==> src/sfd_pkg.sv <==
// Shared types, constants and helper functions for the stereo feedback delay.
package sfd_pkg;

    localparam int SFD_LINE_DEPTH = 131072;
    localparam int SFD_Q_DEPTH    = 4;

    localparam logic [15:0] SFD_ONE  = 16'd32768;
    localparam logic [33:0] SFD_HALF = 34'd16384;

    localparam logic        SFD_RST_ENABLE = 1'b1;
    localparam logic [16:0] SFD_RST_DELAY  = 17'd12000;
    localparam logic [14:0] SFD_RST_FB     = 15'd11469;
    localparam logic [15:0] SFD_RST_MIX    = 16'd0;

    typedef enum logic [1:0] {
        CFG_ENABLE   = 2'd0,
        CFG_DELAY    = 2'd1,
        CFG_FEEDBACK = 2'd2,
        CFG_MIX      = 2'd3
    } t_cfg_idx;

    typedef struct packed {
        logic s1_fwd_new;
        logic s1_fwd_old;
        logic s1_zero;
        logic s2_wen;
    } t_lane_ctl;

    typedef struct packed {
        logic signed [15:0] left;
        logic signed [15:0] right;
    } t_pair;

    function automatic logic signed [15:0] sfd_sat(input logic signed [33:0] x);
        logic signed [15:0] y;
        if (x > 34'sd32767) begin
            y = 16'sh7fff;
        end else if (x < -34'sd32768) begin
            y = 16'sh8000;
        end else begin
            y = x[15:0];
        end
        return y;
    endfunction

    function automatic logic signed [33:0] sfd_round(input logic signed [33:0] x);
        logic signed [33:0] y;
        y = (x + $signed(SFD_HALF)) >>> 15;
        return y;
    endfunction

endpackage

==> src/sfd_outq.sv <==
// Output queue that merges the two lane results into one stereo word.
module sfd_outq
    import sfd_pkg::*;
(
    input  logic               i_clk,
    input  logic               i_rst_n,
    input  logic               i_push,
    input  logic signed [15:0] i_left,
    input  logic signed [15:0] i_right,
    input  logic               i_stall,
    output logic               o_valid,
    output logic signed [15:0] o_left,
    output logic signed [15:0] o_right,
    output logic [2:0]         o_level
);

    t_pair      r_buf [SFD_Q_DEPTH];
    logic [1:0] r_wr_ptr;
    logic [1:0] r_rd_ptr;
    logic [2:0] r_count;
    logic       pop;
    t_pair      head;

    assign o_valid = (r_count != 3'd0);
    assign pop     = o_valid && !i_stall;
    assign head    = r_buf[r_rd_ptr];
    assign o_left  = head.left;
    assign o_right = head.right;
    assign o_level = r_count;

    always_ff @(posedge i_clk) begin
        if (i_push) begin
            r_buf[r_wr_ptr] <= '{left: i_left, right: i_right};
        end
    end

    always_ff @(posedge i_clk) begin
        if (!i_rst_n) begin
            r_wr_ptr <= 2'd0;
            r_rd_ptr <= 2'd0;
            r_count  <= 3'd0;
        end else begin
            if (i_push) begin
                r_wr_ptr <= r_wr_ptr + 2'd1;
            end
            if (pop) begin
                r_rd_ptr <= r_rd_ptr + 2'd1;
            end
            case ({i_push, pop})
                2'b10:   r_count <= r_count + 3'd1;
                2'b01:   r_count <= r_count - 3'd1;
                default: r_count <= r_count;
            endcase
        end
    end

endmodule

==> config.mk <==
export PLATFORM = sky130hd
export DESIGN_NAME = sfd_outq
export DESIGN_NICKNAME = d
export VERILOG_FILES = /design/src/sfd_pkg.sv /design/src/sfd_outq.sv
export SDC_FILE = /design/constraint.sdc
export NUM_CORES = 1
export LEC_CHECK = 0
export ABC_AREA = 1
export BUFFER_PORTS_ARGS = -buffer_cell sky130_fd_sc_hd__buf_2
export CORE_ASPECT_RATIO = 0.8
export CORE_MARGIN = 2
export CORE_UTILIZATION = 57
export DETAILED_ROUTE_END_ITERATION = 10
export GPL_TIMING_DRIVEN = 1
export PLACE_DENSITY = 0.9
export SLEW_MARGIN = 20
export SYNTH_ARGS = -nofsm -noshare
export SYNTH_HDL_FRONTEND = slang
export SYNTH_SLANG_ARGS = --single-unit
==> constraint.sdc <==
create_clock -name i_clk -period 2 [get_ports i_clk]
set_clock_uncertainty 0.15 [all_clocks]
set_input_delay 0.1 -clock i_clk [delete_from_list [all_inputs] [get_ports i_clk]]
set_output_delay 0.1 -clock i_clk [all_outputs]
set_load 0.005 [all_outputs]
==> reports/qor.yml, run 1 <==
synthesis:
  syn-instance-count: 371
  synth_edf_count: 128
  postSynth.topFlopCell: "edfxtp_1"
  synthTopCellsByArea: "edfxtp_1 73%, nor2_1 4.9%, o21ai_0 3.8%"
  synth_area_sq_um: 5238
  synthArstFlopShare_pct: 0
  yosys-top-cells-count: "128 x edfxtp_1, 69 x nor2_1, 40 x o21ai_0"
  seq_area_frac_synth_pct: 76.83
  syn_avg_cell_area_sq_um: 14.12
  synth_cell_types: 20
  yosysWarningCount: 0
  syn_nets: 413
  synth.most_common_cell: "edfxtp_1"
  synth_top_area_share_pct: 73.39
  synth_area_leader_cell: "edfxtp_1"
  synth-seq-cells: 137
clock_tree:
  clock_latency_ns: 0.41
  numCtsBuffers: 17
  cts_num_sinks: 137
  root_buffer: "clkbuf_16"
  ctsHtreeMaxLevel: 4
  clockBufferDepth: 2
  clkSlewWorstSetupHoldPaths_ns: 0.06
  cts_tree: "built"
final_layout:
  area_growth_pct: 26.59
  design_area_sq_um: 6630
  seqCellArea_sq_um: 4028
  fillers: 568
  multiInputGateArea_sq_um: 985.9
  instances_no_fill: 618
  n_antenna_cell: 0
  drive_gt1_share_pct: 22.66
  nets: 532
worst_setup_path:
  crit_type: "reg2out"
  required_ns: 1.75
  cp-start-kind: "register"
  slowest_delay_ns: 0.46
  cpMaxStageDelayCell: "dfxtp_4"
  path_cells: "buf_4 > o21ai_0 > o22ai_1 > buf_2"
  path_max_fanout: 14
  critPathArrivalTime_ns: 1.68
  endpoint_kind: "output port"
global_routing:
  use_met3_pct: 9.103
  gr-total-overflow: 0
  grt.total_usage_pct: 22.99
  grt-busiest-layer: "met2"
  antenna_found_initial: 0
  met2_usage_pct: 39.48
  grt_pass1_wl_mm: 17.08
  grt_max_degree: 65
  grt_pass1_vias: 3429
  grt_use_met1_pct: 25.82
timing:
  tightest_slew_ns: 0.3848
  tns_ns: 0
  setup_viol: 0
  fin_crit_sh_pct: 96.38
  rsz0062_at_grt: "no"
  slew_headroom_pct: 74.32
  layout_min_cycle_time_ns: 1.928
  drv_slew: 0
  clock.fmax_mhz: 518.8
  finalHoldViolations: 0
flow_run:
  cap_violations: 0
floorplanning:
  row_count: 31
  ios: 72
  dieHeight_um: 89.74
  dieArea_sq_um: 9976
  core_sq_um: 8999
  initial_utilization_pct: 58.20
  die-width_um: 111.2
detailed_routing:
  via_count: 3417
  avgRoutedWirePerCell_um: 17.28
  first_pass_iters: 5
  drc: 0
  vias_per_cell: 5.529
  initialDrtViolationCount: 242
  route.antenna.remaining_nets: 0
  wl_mm: 10.68
placed_design:
  port_buffers: 71
  place_inst: 550
  place_hpwl_mm: 5.748
  gp_congestion: 0.7608
  placed_area_sq_um: 5708
min_path:
  hold_class: "in2reg"
power:
  max-vdd-ir-drop_uv: 875.9
  p_leak_nw: 2.468
  pwr_density_cell_nw_per_um2: 1127
status:
  status: "complete, no violations"
==> power by group <==
part	total, mW	internal (mW)	switching [mW]
combinational	1.23	0.494	0.731
sequential	3.37	3.29	0.0749
clock	2.88	1.79	1.08
total	7.47	5.58	1.89
==> kinds of logic after synthesis <==
family | synth area share (%)
buffers and inverters | 4.443
AOI/OAI and AO/OA | 11.01
adders and majority gates | 1.577
DFF | 76.83
and+or+nand+nor | 6.140
==> area by class of cell <==
class	count	area share, %
clock buffer	19	6.530
tap	115	2.170
clock inverter	13	1.661
timing repair buffer	119	12.85
sequential	137	60.75
inverter	18	1.170
multi-input combinational	197	14.87
==> final timing paths <==
path                                          startpoint                        to  slack [ns]  cells past startpoint
worst min register to register  r_rd_ptr[0]$_SDFFE_PN0P_  r_rd_ptr[0]$_SDFFE_PN0P_        0.37                      2
worst max register to register   o_level[1]$_SDFFE_PN0P_   o_level[2]$_SDFFE_PN0P_        0.15                     10
worst max-delay path                            register                o_left[15]        0.07                      4
worst min-delay path                         i_right[14]    r_buf[0][14]$_DFFE_PP_        0.28                      2
==> placed cells by master, fill, tap and decap left out, types with 2 or more instances in the layout <==
cell type        n
clkinv_1         6
inv_1           15
bufinv_16        2
buf_2           71
nand2_1         11
nand3_1          3
o21ai_0         40
dfxtp_1          8
buf_4            8
edfxtp_1       128
clkinv_2         4
clkbuf_16       17
ha_1             4
o22ai_1         32
dlygate4sd3_1   35
clkbuf_1         2
nor2_1          69
buf_12           3
o21ai_1         28
a21oi_1          6
==> metrics by stage <==
stage          util, %  hold slack (ns)  total power [mW]  setup WS [ns]
2_1_floorplan        -          0.04887             4.163         0.2412
3_3_place_gp     63.43           0.1592             4.505         0.2678
3_5_place_dp     63.43           0.1647             4.565         0.1917
4_1_cts          73.41           0.2625             7.464        0.04303
5_1_grt          73.68           0.2785             7.789       0.002863
6_report         73.68           0.2841             7.471        0.07245
==> state kept, by name (all words and copies together) (netlist names), named ones only <==
| signal | count |
|---|---|
| r_buf | 128 |
| o_level | 3 |
| r_wr_ptr | 2 |
| r_rd_ptr | 2 |
==> worst max-delay path, delay by kind of cell (launching register included) <==
family	cells	cell delay (ns)
AOI/OAI and AO/OA	2	0.40
buffers and inverters	2	0.39
DFF	1	0.46
==> timing repair <==
item,4_1_cts,5_1_grt
gates cloned,0,0
setup endpoints to repair,7,16
pin swaps,0,1
hold endpoints to repair,137,0
gates resized for setup,2,6
setup buffers,0,1
hold buffers,35,0
==> layer usage <==
metal  part of all wire, %  up-vias
li1                      -     1615
met1                    38     1638
met2                    53      141
met3                   7.0       23
met4                   2.0        0
met5                     0        -
No activity file was read; power rests on OpenSTA's default activity.
==> run 2, diff against run 1 <==
--- a/config.mk
+++ b/config.mk
@@ -5,14 +5,13 @@
 export SDC_FILE = /design/constraint.sdc
 export NUM_CORES = 1
 export LEC_CHECK = 0
-export ABC_AREA = 1
 export BUFFER_PORTS_ARGS = -buffer_cell sky130_fd_sc_hd__buf_2
 export CORE_ASPECT_RATIO = 0.8
 export CORE_MARGIN = 2
-export CORE_UTILIZATION = 57
+export CORE_UTILIZATION = 56
 export DETAILED_ROUTE_END_ITERATION = 10
 export GPL_TIMING_DRIVEN = 1
-export PLACE_DENSITY = 0.9
+export PLACE_DENSITY = 0.89
 export SLEW_MARGIN = 20
 export SYNTH_ARGS = -nofsm -noshare
 export SYNTH_HDL_FRONTEND = slang
==> reports/qor.yml, run 2 <==
clock_tree:
  clock_latency_ns: 0.40  # about the same
  clkSlewWorstSetupHoldPaths_ns: 0.06  # about the same
  numCtsBuffers: 17  # unchanged
  cts_num_sinks: 137  # unchanged
  root_buffer: "clkbuf_16"
  cts_tree: "built"
  ctsHtreeMaxLevel: 4  # unchanged
  clockBufferDepth: 2  # unchanged
power:
  pwr_density_cell_nw_per_um2: 1173  # +4.1%
  max-vdd-ir-drop_uv: 793.4  # -9.4%
  p_leak_nw: 2.302  # -6.7%
detailed_routing:
  route.antenna.remaining_nets: 0  # unchanged
  initialDrtViolationCount: 145  # -40%
  drc: 0  # unchanged
  wl_mm: 9.159  # -14%
  via_count: 2510  # -27%
  first_pass_iters: 4  # -1
  avgRoutedWirePerCell_um: 19.40  # +12%
  vias_per_cell: 5.318  # -3.8%
timing:
  layout_min_cycle_time_ns: 1.945  # +0.01759 ns
  tightest_slew_ns: 0.8790  # +0.4943 ns
  timing.final.ws_setup_ns: 0.05486  # -0.01759 ns
  fin_crit_sh_pct: 97.26  # +0.88 points
  setup_viol: 0  # unchanged
  slew_headroom_pct: 41.40  # -33 points
  hold_slack_ns: 0.3011  # +0.01695 ns
  clock.fmax_mhz: 514.1  # -0.90%
  tns_ns: 0  # unchanged
  finalHoldViolations: 0  # unchanged
  drv_slew: 0  # unchanged
  rsz0062_at_grt: "yes"
final_layout:
  drive_gt1_share_pct: 42.58  # +20 points
  nets: 386  # -27%
  layout_common_cells: "128 x edfxtp_1, 71 x buf_2, 36 x dlygate4sd3_1"
  largest_register_ff_count: 128  # unchanged
  area_growth_pct: 28.30
  mostFrequentLayoutCell: "edfxtp_1"
  n_antenna_cell: 0  # unchanged
  final_util_pct: 73.44  # -0.24 points
  top_register: "r_buf"
synthesis:
  synth-seq-cells: 137  # unchanged
  syn-instance-count: 216  # -42%
  synth_compound_area_share_pct: 0.7319  # -10 points
  yosysWarningCount: 0  # unchanged
  synth_area_leader_cell: "edfxtp_1"
  synthTopCellsByArea: "edfxtp_1 75%, mux4_2 13%, dfxtp_1 3.5%"
  synth_area_sq_um: 5129  # -2.1%
  syn_nets: 258  # -38%
  synth_edf_count: 128  # unchanged
  syn_avg_cell_area_sq_um: 23.74  # +68%
  synth.most_common_cell: "edfxtp_1"
  synth-simple-area-share_pct: 1.903  # -4.2 points
  seq_area_frac_synth_pct: 78.46  # +1.6 points
  synth_cell_types: 23  # +15%
  synthAdderAreaFrac_pct: 1.610  # +0.033 points
  synthArstFlopShare_pct: 0  # unchanged
  synth-xor-area-share_pct: 0.5123  # +0.51 points
  synth_top_area_share_pct: 74.95  # +1.6 points
  yosys-top-cells-count: "128 x edfxtp_1, 30 x mux4_2, 9 x dfxtp_1"
  synthMuxAreaShare_pct: 14.59  # +15 points
  synth_top_family_by_area: "multiplexers"
  postSynth.topFlopCell: "edfxtp_1"
global_routing:
  grt_max_degree: 33  # -49%
  grt_pass1_wl_mm: 14.39  # -16%
  gr-total-overflow: 0  # unchanged
  antenna_found_initial: 0  # unchanged
  grt.total_usage_pct: 20.35  # -2.6 points
  grt_pass1_vias: 2716  # -21%
worst_setup_path:
  critPathArrivalTime_ns: 2.12  # +0.44 ns
  cpMaxStageDelayCell: "dfxtp_2"
  endpoint_kind: "register"
  required_ns: 2.18  # +0.43 ns
  slowest_delay_ns: 0.36  # -0.10 ns
  cp-start-kind: "register"
  path_cells: "nor3_2 > nor2_1 > ha_2 > inv_1 > fa_2 > xor2_1 > or3_4 > a21boi_2"
  path_max_fanout: 4  # -10
  crit_start: "o_level[2]$_SDFFE_PN0P_"
  critPathTopFamily: "adder cells"
  r2r-start: "o_level[2]$_SDFFE_PN0P_"
  crit_type: "reg2reg"
  worst-path-buf-inv: 1  # -1
flow_run:
  cap_violations: 0  # unchanged
placed_design:
  gp_congestion: 0.7912  # +4.0%
  pre_cts_ws_ns: -0.05165  # -0.2433 ns
  place_hpwl_mm: 5.342  # -7.1%
  port_buffers: 71  # unchanged
floorplanning:
  die-width_um: 111.0  # -0.16%
  core_sq_um: 8960  # -0.43%
  row_count: 31  # unchanged
  ios: 72  # unchanged
  initial_utilization_pct: 57.24  # -0.96 points
  dieHeight_um: 89.60  # -0.16%
  dieArea_sq_um: 9945  # -0.31%
min_path:
  hold_class: "in2reg"
  hp-start: "i_right[2]"
status:
  status: "complete, no violations"
==> run 2: changes by cell type after synthesis, moves of 7 or more <==
cell     delta
o21ai_0    -37
and2_1      +7
nand2_1     -9
mux4_2     +30
buf_6       -8
nor2_1     -68
inv_1       -9
o21ai_1    -28
o22ai_1    -32
==> run 2: per-stage QoR <==
stage / instances / power [mW] / cell area, sq um
finish: 472 / 7.721 / 6580
CTS: 472 / 7.760 / 6569
detailed placement: 403 / 4.775 / 5634
global route: 472 / 8.052 / 6580
floorplan: 216 / 4.301 / 5129
global placement: 403 / 4.713 / 5634
==> run 2: repair_timing <==
item	CTS	global route
endpoints found under the hold margin	137	0
gates resized for setup	4	6
hold buffers	36	0
pin swaps	0	1
endpoints found under the setup margin	28	14
buffers inserted	1	0
==> run 2: layout make-up <==
cell class	count	area, sq um
Clock buffer	18	429.2
Inverter	7	26.28
Timing Repair Buffer	116	808.3
Fill cell	505	2380
Multi-Input combinational cell	65	1008
Clock inverter	14	132.6
Tap cell	115	143.9
Sequential cell	137	4031
==> run 2: kinds of logic (layout without fill, tap and decap cells) <==
group	after synthesis	count (layout)
flops	137	137
xor+xnor	3	3
mux	34	34
simple gates	16	16
fa+ha+maj	6	6
compound gates	6	6
buf+inv	14	155
==> run 2: final timing paths <==
path                        endpoint  slack, ns  cells past startpoint
max          o_level[2]$_SDFFE_PN0P_       0.05                      8
max reg2reg  o_level[2]$_SDFFE_PN0P_       0.05                      8
min reg2reg                 register       0.32                      2
min            r_buf[3][2]$_DFFE_PP_       0.30                      2
==> run 2: routing by layer <==
| layer | track usage [%] | up-vias | share of wire [%] |
|---|---|---|---|
| met4 | 7.614 | 0 | 0.78 |
| li1 | - | 1153 | - |
| met2 | 35.92 | 72 | 54 |
| met1 | 23.93 | 1277 | 40 |
| met3 | 6.980 | 8 | 5.1 |
| met5 | 0 | - | 0 |
==> run 2: where the power goes <==
part / total (mW) / switching, mW / internal (mW)
sequential: 3.41 / 0.0816 / 3.33
clock: 2.90 / 1.09 / 1.81
combinational: 1.41 / 0.615 / 0.793
